[src/hdl/assert_macros.svh]
// assertion macros used by the top-level rtl file
`ifndef ASSERT_MACROS_SVH
`define ASSERT_MACROS_SVH
`ifndef SYNTHESIS
// property must hold at every clock edge out of reset
`define ASSERT_PROP(label, clk, rst_n, prop) \
    label: assert property (@(posedge clk) disable iff (!rst_n) prop) \
        else $error("assertion failed");
// expression must never be true out of reset
`define ASSERT_NEVER(label, clk, rst_n, expr) \
    label: assert property (@(posedge clk) disable iff (!rst_n) !(expr)) \
        else $error("forbidden condition seen");
`else
`define ASSERT_PROP(label, clk, rst_n, prop)
`define ASSERT_NEVER(label, clk, rst_n, expr)
`endif
`endif

[src/hdl/pu_pkg.sv]
// shared widths, list control type and factorial table for the unranking block
package pu_pkg;

    localparam int LEN_W  = 5;
    localparam int RANK_W = 62;

    // control beat from the sequencer to the unused-value list
    typedef struct packed {
        logic init;
        logic take;
    } pu_list_ctl_t;

    // factorial table, 0! through 20!
    function automatic logic [RANK_W-1:0] fact_of(input logic [LEN_W-1:0] idx);
        logic [RANK_W-1:0] f;
        case (idx)
            5'd0:    f = 62'd1;
            5'd1:    f = 62'd1;
            5'd2:    f = 62'd2;
            5'd3:    f = 62'd6;
            5'd4:    f = 62'd24;
            5'd5:    f = 62'd120;
            5'd6:    f = 62'd720;
            5'd7:    f = 62'd5040;
            5'd8:    f = 62'd40320;
            5'd9:    f = 62'd362880;
            5'd10:   f = 62'd3628800;
            5'd11:   f = 62'd39916800;
            5'd12:   f = 62'd479001600;
            5'd13:   f = 62'd6227020800;
            5'd14:   f = 62'd87178291200;
            5'd15:   f = 62'd1307674368000;
            5'd16:   f = 62'd20922789888000;
            5'd17:   f = 62'd355687428096000;
            5'd18:   f = 62'd6402373705728000;
            5'd19:   f = 62'd121645100408832000;
            5'd20:   f = 62'd2432902008176640000;
            default: f = '0;
        endcase
        return f;
    endfunction

endpackage

[src/hdl/permutation_unrank.sv]
// top level: sequencer for lexicographic permutation unranking
//
//  channel   signals                          handshake
//  command   start, busy, length, rank        taken when start high and busy low
//  result    result_valid, value, last, error valid strobe per beat, no backpressure
//
// an accepted command first has its length and range checked, then for each of
// the n values runs a restoring division for IDX_W quotient bits on the shared
// compare/subtract unit, then a pick step; a rejected command goes back to idle
// after the check.
// each beat is registered and appears in the cycle after the cycle that forms it.
// rst_n clears the sequencer and the result strobe at once; the list and payload are not reset.
// the receiver cannot stall, so the block never waits on the result side.
`include "assert_macros.svh"
module permutation_unrank #(
    parameter int MAX_LEN = 20
) (
    input  logic                        clk,
    input  logic                        rst_n,
    input  logic                        start,
    output logic                        busy,
    input  logic [pu_pkg::LEN_W-1:0]    length,
    input  logic [pu_pkg::RANK_W-1:0]   rank,
    output logic                        result_valid,
    output logic [pu_pkg::LEN_W-1:0]    value,
    output logic                        last,
    output logic                        error
);

    localparam int IDX_W  = (MAX_LEN > 1) ? $clog2(MAX_LEN) : 1;
    localparam int BIT_W  = (IDX_W > 1) ? $clog2(IDX_W) : 1;
    localparam int WIDE_W = pu_pkg::RANK_W + IDX_W;

    localparam logic [1:0] ST_IDLE  = 2'd0;
    localparam logic [1:0] ST_CHECK = 2'd1;
    localparam logic [1:0] ST_DIV   = 2'd2;
    localparam logic [1:0] ST_PICK  = 2'd3;

    logic [1:0]                 state_reg, state_next;
    logic [pu_pkg::LEN_W-1:0]   n_reg, n_next;
    logic [pu_pkg::LEN_W-1:0]   m_reg, m_next;
    logic [pu_pkg::RANK_W-1:0]  k_reg, k_next;
    logic [IDX_W-1:0]           digit_reg, digit_next;
    logic [BIT_W-1:0]           bit_reg, bit_next;
    logic                       result_valid_reg, result_valid_next;
    logic [pu_pkg::LEN_W-1:0]   value_reg, value_next;
    logic                       last_reg, last_next;
    logic                       error_reg, error_next;

    logic [WIDE_W-1:0]          op_a;
    logic [WIDE_W-1:0]          op_b;
    logic                       op_ge;
    logic [WIDE_W-1:0]          op_diff;
    logic                       len_bad;
    pu_pkg::pu_list_ctl_t       list_ctl;
    logic [pu_pkg::LEN_W-1:0]   list_pick;

    assign len_bad = (n_reg == '0) || (n_reg > pu_pkg::LEN_W'(MAX_LEN));

    // operand select: n! for the range check, (m-1)! shifted for a division step
    always_comb
    begin
        op_a = WIDE_W'(k_reg);
        case (state_reg)
            ST_CHECK: op_b = WIDE_W'(pu_pkg::fact_of(n_reg));
            ST_DIV:   op_b = WIDE_W'(pu_pkg::fact_of(pu_pkg::LEN_W'(m_reg - 1'b1)))
                             << bit_reg;
            default:  op_b = '0;
        endcase
    end

    pu_cmpsub #(
        .W (WIDE_W)
    ) u_cmpsub (
        .a    (op_a),
        .b    (op_b),
        .ge   (op_ge),
        .diff (op_diff)
    );

    pu_list #(
        .MAX_LEN (MAX_LEN),
        .IDX_W   (IDX_W)
    ) u_list (
        .clk  (clk),
        .ctl  (list_ctl),
        .idx  (digit_reg),
        .pick (list_pick)
    );

    // sequencer
    always_comb
    begin
        state_next        = state_reg;
        n_next            = n_reg;
        m_next            = m_reg;
        k_next            = k_reg;
        digit_next        = digit_reg;
        bit_next          = bit_reg;
        result_valid_next = 1'b0;
        value_next        = value_reg;
        last_next         = last_reg;
        error_next        = error_reg;
        list_ctl.init     = 1'b0;
        list_ctl.take     = 1'b0;
        case (state_reg)
            ST_IDLE:
            begin
                if (start)
                begin
                    n_next     = length;
                    m_next     = length;
                    k_next     = rank;
                    state_next = ST_CHECK;
                end
            end
            ST_CHECK:
            begin
                if (len_bad || op_ge)
                begin
                    result_valid_next = 1'b1;
                    value_next        = '0;
                    last_next         = 1'b1;
                    error_next        = 1'b1;
                    state_next        = ST_IDLE;
                end
                else
                begin
                    list_ctl.init = 1'b1;
                    digit_next    = '0;
                    bit_next      = BIT_W'(IDX_W - 1);
                    state_next    = ST_DIV;
                end
            end
            ST_DIV:
            begin
                // one quotient bit per cycle
                if (op_ge)
                begin
                    k_next             = op_diff[pu_pkg::RANK_W-1:0];
                    digit_next[bit_reg] = 1'b1;
                end
                if (bit_reg == '0)
                begin
                    state_next = ST_PICK;
                end
                else
                begin
                    bit_next = bit_reg - 1'b1;
                end
            end
            ST_PICK:
            begin
                list_ctl.take     = 1'b1;
                result_valid_next = 1'b1;
                value_next        = list_pick;
                last_next         = (m_reg == pu_pkg::LEN_W'(1));
                error_next        = 1'b0;
                m_next            = m_reg - 1'b1;
                digit_next        = '0;
                bit_next          = BIT_W'(IDX_W - 1);
                if (m_reg == pu_pkg::LEN_W'(1))
                begin
                    state_next = ST_IDLE;
                end
                else
                begin
                    state_next = ST_DIV;
                end
            end
            default:
            begin
                state_next = ST_IDLE;
            end
        endcase
    end

    // control registers
    always_ff @(posedge clk or negedge rst_n)
    begin
        if (!rst_n)
        begin
            state_reg        <= ST_IDLE;
            result_valid_reg <= 1'b0;
        end
        else
        begin
            state_reg        <= state_next;
            result_valid_reg <= result_valid_next;
        end
    end

    // working and result payload
    always_ff @(posedge clk)
    begin
        n_reg     <= n_next;
        m_reg     <= m_next;
        k_reg     <= k_next;
        digit_reg <= digit_next;
        bit_reg   <= bit_next;
        value_reg <= value_next;
        last_reg  <= last_next;
        error_reg <= error_next;
    end

    assign busy         = (state_reg != ST_IDLE);
    assign result_valid = result_valid_reg;
    assign value        = value_reg;
    assign last         = last_reg;
    assign error        = error_reg;

    // error beat is a lone last beat with value zero
    `ASSERT_PROP(a_err_beat, clk, rst_n, (result_valid && error) |-> (last && value == '0))
    // a good beat carries a nonzero value
    `ASSERT_PROP(a_good_value, clk, rst_n, (result_valid && !error) |-> (value != '0))
    // after the last beat the block is free
    `ASSERT_PROP(a_last_idle, clk, rst_n, (result_valid && last) |-> !busy)
    // a bad length is rejected right after the check cycle
    `ASSERT_PROP(a_bad_len, clk, rst_n,
        (start && !busy && (length == '0 || length > pu_pkg::LEN_W'(MAX_LEN)))
        |=> ##1 (result_valid && error))
    // no beat in the pick state when it was entered from the division state
    `ASSERT_NEVER(a_div_quiet, clk, rst_n,
        result_valid && (state_reg == ST_PICK) && $past(state_reg == ST_DIV))

endmodule

[src/hdl/pu_cmpsub.sv]
// shared compare and subtract unit for range check and restoring division
module pu_cmpsub #(
    parameter int W = 67
) (
    input  logic [W-1:0] a,
    input  logic [W-1:0] b,
    output logic         ge,
    output logic [W-1:0] diff
);

    logic [W:0] sub;

    // one wide subtract, borrow gives the compare
    assign sub  = {1'b0, a} - {1'b0, b};
    assign ge   = ~sub[W];
    assign diff = sub[W-1:0];

endmodule

[src/hdl/pu_list.sv]
// sorted list of unused values with indexed pick and removal
module pu_list #(
    parameter int MAX_LEN = 20,
    parameter int IDX_W   = 5
) (
    input  logic                      clk,
    input  pu_pkg::pu_list_ctl_t      ctl,
    input  logic [IDX_W-1:0]          idx,
    output logic [pu_pkg::LEN_W-1:0]  pick
);

    logic [pu_pkg::LEN_W-1:0] list_reg [MAX_LEN];

    // read the entry at the digit
    always_comb
    begin
        pick = '0;
        for (int i = 0; i < MAX_LEN; i++)
        begin
            if (idx == IDX_W'(i))
            begin
                pick = list_reg[i];
            end
        end
    end

    // fill with 1..MAX_LEN, or close the gap left by the taken entry
    always_ff @(posedge clk)
    begin
        for (int i = 0; i < MAX_LEN; i++)
        begin
            if (ctl.init)
            begin
                list_reg[i] <= pu_pkg::LEN_W'(i + 1);
            end
            else if (ctl.take && (IDX_W'(i) >= idx))
            begin
                if (i == MAX_LEN - 1)
                begin
                    list_reg[i] <= '0;
                end
                else
                begin
                    list_reg[i] <= list_reg[i + 1];
                end
            end
        end
    end

endmodule
[config.mk]
export PLATFORM = sky130hd
export DESIGN_NAME = permutation_unrank
export DESIGN_NICKNAME = d
export VERILOG_FILES = /design/src/hdl/pu_pkg.sv /design/src/hdl/permutation_unrank.sv /design/src/hdl/pu_cmpsub.sv /design/src/hdl/pu_list.sv
export VERILOG_INCLUDE_DIRS = /design/src /design/src/hdl
export SDC_FILE = /design/constraint.sdc
export NUM_CORES = 1
export LEC_CHECK = 0
export CAP_MARGIN = 10
export CORE_ASPECT_RATIO = 0.6
export CORE_MARGIN = 5
export CORE_UTILIZATION = 49
export DETAILED_ROUTE_END_ITERATION = 16
export DONT_BUFFER_PORTS = 1
export HOLD_SLACK_MARGIN = 0.05
export SLEW_MARGIN = 20
export SYNTH_ARGS = -nofsm -noshare
export SYNTH_HDL_FRONTEND = slang
export SYNTH_SLANG_ARGS = --single-unit
[constraint.sdc]
create_clock -name clk -period 10.24 [get_ports clk]
set_clock_uncertainty 0.2 [all_clocks]
set_input_delay 2.048 -clock clk [delete_from_list [all_inputs] [get_ports clk]]
set_output_delay 2.048 -clock clk [all_outputs]
set_load 0.01 [all_outputs]
==> run_results.csv <==
group,metric,value,unit
run_status,status,"finished, final reports clean",
yosys,async_flop_share,1.31,%
routing,wl_per_cell,23.5,microns
clock_network,cts_sinks,229,
timing,finalHoldViolCount,0,
yosys,ys_types,98,
global_route,use_met1,46.2,%
power_and_ir_drop,leakage,6.54,nW
die,die_w,252,microns
yosys,syn_inst,1938,
clock_network,clk_path_buf_depth,3,
yosys,syn_avg_cell_area,8.87,sq um
routing,drt_iter0_drc,2010,
clock_network,cts_made_buffers,25,
die,core,34800,sq um
clock_network,cts_hold_buf,0,
yosys,synth_common_cells,"nand2_1 (255), edfxtp_1 (178), a21oi_1 (161)",
timing,fmax,119,MHz
timing,slew_headroom,28.8,%
place,port_buffers,0,
yosys,synth_edf_count,178,
critical_path,worst_path_largest_cell_delay,0.85,ns
timing,layout_min_cycle_time,8.41,ns
global_route,met3_usage,6.92,%
routing,vias,15300,
yosys,synth_flop_cell,"edfxtp_1",
layout,drive_gt1_share,8.50,%
timing,fin_crit_sh,82.2,%
clock_network,clkLatencyLatePin,0.56,ns
clock_network,cts-root-buf,"clkbuf_16",
timing,slew_violations,0,
layout,fin_area,18400,sq um
critical_path,crit_type,"reg -> reg",
global_route,busiest_layer,"met1",
global_route,grt.overflow.total,0,
critical_path,cp_max_fo,19,
global_route,met2_usage,34.4,%
min_path,min_path_type,"reg -> reg",
yosys,synthTopCellsByArea,"edfxtp_1 (31%), ha_1 (6.3%), dfxtp_1 (5.6%), nand2_1 (5.6%), a21oi_1 (4.7%)",
critical_path,start_kind,"flip-flop",
yosys,yosysTopAreaCell,"edfxtp_1",
critical_path,crit_chain,"inv_1 -> ha_1 -> ha_1 -> inv_1 -> nand2_1 -> nor3_1 -> a21oi_1 -> o32a_1 -> o21ai_0 -> a21oi_1 -> o21ai_0 -> a21oi_1 -> ha_1 -> and4_2 -> a211oi_2 -> a2111oi_4 -> o211ai_2 -> a31oi_2 -> o21ai_2 -> a21oi_2 -> o21ai_0",
timing,setup_slack,1.83,ns
die,start_util,49.4,%
routing,drc,0,
clock_network,cts_tree,"done",
die,dieHeight,155,microns
yosys,synthesis.nets,2096,
clock_network,postCtsSetupBuffers,0,
power_and_ir_drop,power_density,322,nW/um^2
global_route,grt_pass1_wl,84200,microns
place,pre_cts_slack,2.03,ns
timing,rsz0062_at_grt,"no",
clock_network,cts_resized,0,
place,placed_area,17500,sq um
yosys,ys_warn_count,0,
routing,detail_route.first_pass.iterations,5,
yosys,seq_area_frac_synth,37.1,%
timing,holdWs,0.345,ns
timing,setup-violations-final,0,
yosys,yosys_register_bits,229,
layout,area_delta_synth_final,6.79,%
run,cap_violations,0,
clock_network,clk_pin_slew,0.07,ns
place,hpwl,40800,microns
global_route,grt.total_usage,27.2,%
die,row_count,53,
critical_path,crit_slowest_cell,"a21oi_2",
global_route,antenna_found_initial,0,
layout,fin_util,52.7,%
routing,ant_nets,0,
critical_path,cp-end-kind,"flip-flop",
timing,fin_setup_tns,0,ns
die,dieArea,39000,sq um
timing,tightest_slew,1.07,ns
die,io_pins,79,
layout,nets,2022,
routing,via_per_inst,6.52,
yosys,synth_top_cell_area_share,31.1,%
critical_path,critical_path_arrival,8.37,ns
global_route,first_global_vias,14000,
global_route,grt_max_degree,71,
critical_path,critical_path_required,10.20,ns
yosys,yosysMostFrequentCell,"nand2_1",
clock_network,htreeDepth,1,
power_and_ir_drop,ir_drop,0.000219,V
yosys,synth_area,17200,sq um
routing,totalWireLength,55200,microns
place,gp_congestion,0.967,
[worst max-delay path, delay by kind of cell, from the launching register on]
family          cells  cell delay [ns]
simple gates        3             0.61
flops               1             0.84
fa+ha+maj           3             1.42
compound gates     13             4.08
buf+inv             2             0.84
[layout make-up]
type / count / area, sq um
fillers: 3181 / 16500
multi-input cells: 1527 / 10100
flip-flops and latches: 229 / 6380
clock buffers: 30 / 709
well taps: 467 / 584
repair buffers: 29 / 218
inverters: 52 / 195
clock inverters: 15 / 163
diodes: 1 / 2.50
[cells by family after synthesis]
family	Yosys count	synth area share [%]
XOR/XNOR	46	2.34
flip-flops	229	37.1
buffers and inverters	182	4.27
multiplexers	118	7.88
AO/OA/AOI/OAI	586	22.6
adder cells (fa/ha/maj)	88	6.45
AND/OR/NAND/NOR	689	19.3
[metrics by stage]
| stage | instances | total power, mW |
|---|---|---|
| after global placement | 2304 | 4.82 |
| final | 2350 | 5.92 |
| after detailed placement | 2304 | 4.84 |
| after CTS | 2349 | 5.83 |
| after global routing | 2349 | 6.28 |
| after floorplan | 1938 | 3.93 |
[routing by layer]
layer	up-vias	wire, microns
met5	-	0
met4	0	575
met3	48	6040
met2	720	20600
met1	7404	28000
li1	7154	-
[cell usage in the layout (no fill, tap or decap), types with 23 or more instances in the layout]
cell type,instances
nand2_1,255
edfxtp_1,178
a21oi_1,160
nor2_1,136
o21ai_0,116
ha_1,86
nor3_1,61
mux2i_1,61
nand3_1,52
mux2_2,48
dfxtp_1,48
inv_1,46
a21o_1,39
xnor2_1,31
buf_4,29
clkbuf_16,28
a22oi_1,25
nand2b_1,23
or4_1,23
[path summary, 6_finish.rpt]
path	from	end	slack, ns	cells past startpoint
worst min-delay path	u_list.list_reg[2][8]	u_list.list_reg[2][3]	0.35	1
worst max register to register	m_reg[0]	u_list.list_reg[3][1]	1.83	21
worst min register to register	u_list.list_reg[2][8]	u_list.list_reg[2][3]	0.35	1
max in group asynchronous	rst_n	state_reg[0]	8.79	0
min in group asynchronous	rst_n	state_reg[1]	0.98	0
worst max-delay path	m_reg[0]	u_list.list_reg[3][1]	1.83	21
[power by group]
| part | switching, mW | total (mW) | internal (mW) |
|---|---|---|---|
| Combinational | 2.27 | 3.40 | 1.13 |
| Sequential | 0.172 | 1.53 | 1.36 |
| Clock | 0.416 | 0.988 | 0.571 |
| Total | 2.86 | 5.92 | 3.06 |
Power figures use the tool's default switching activity.
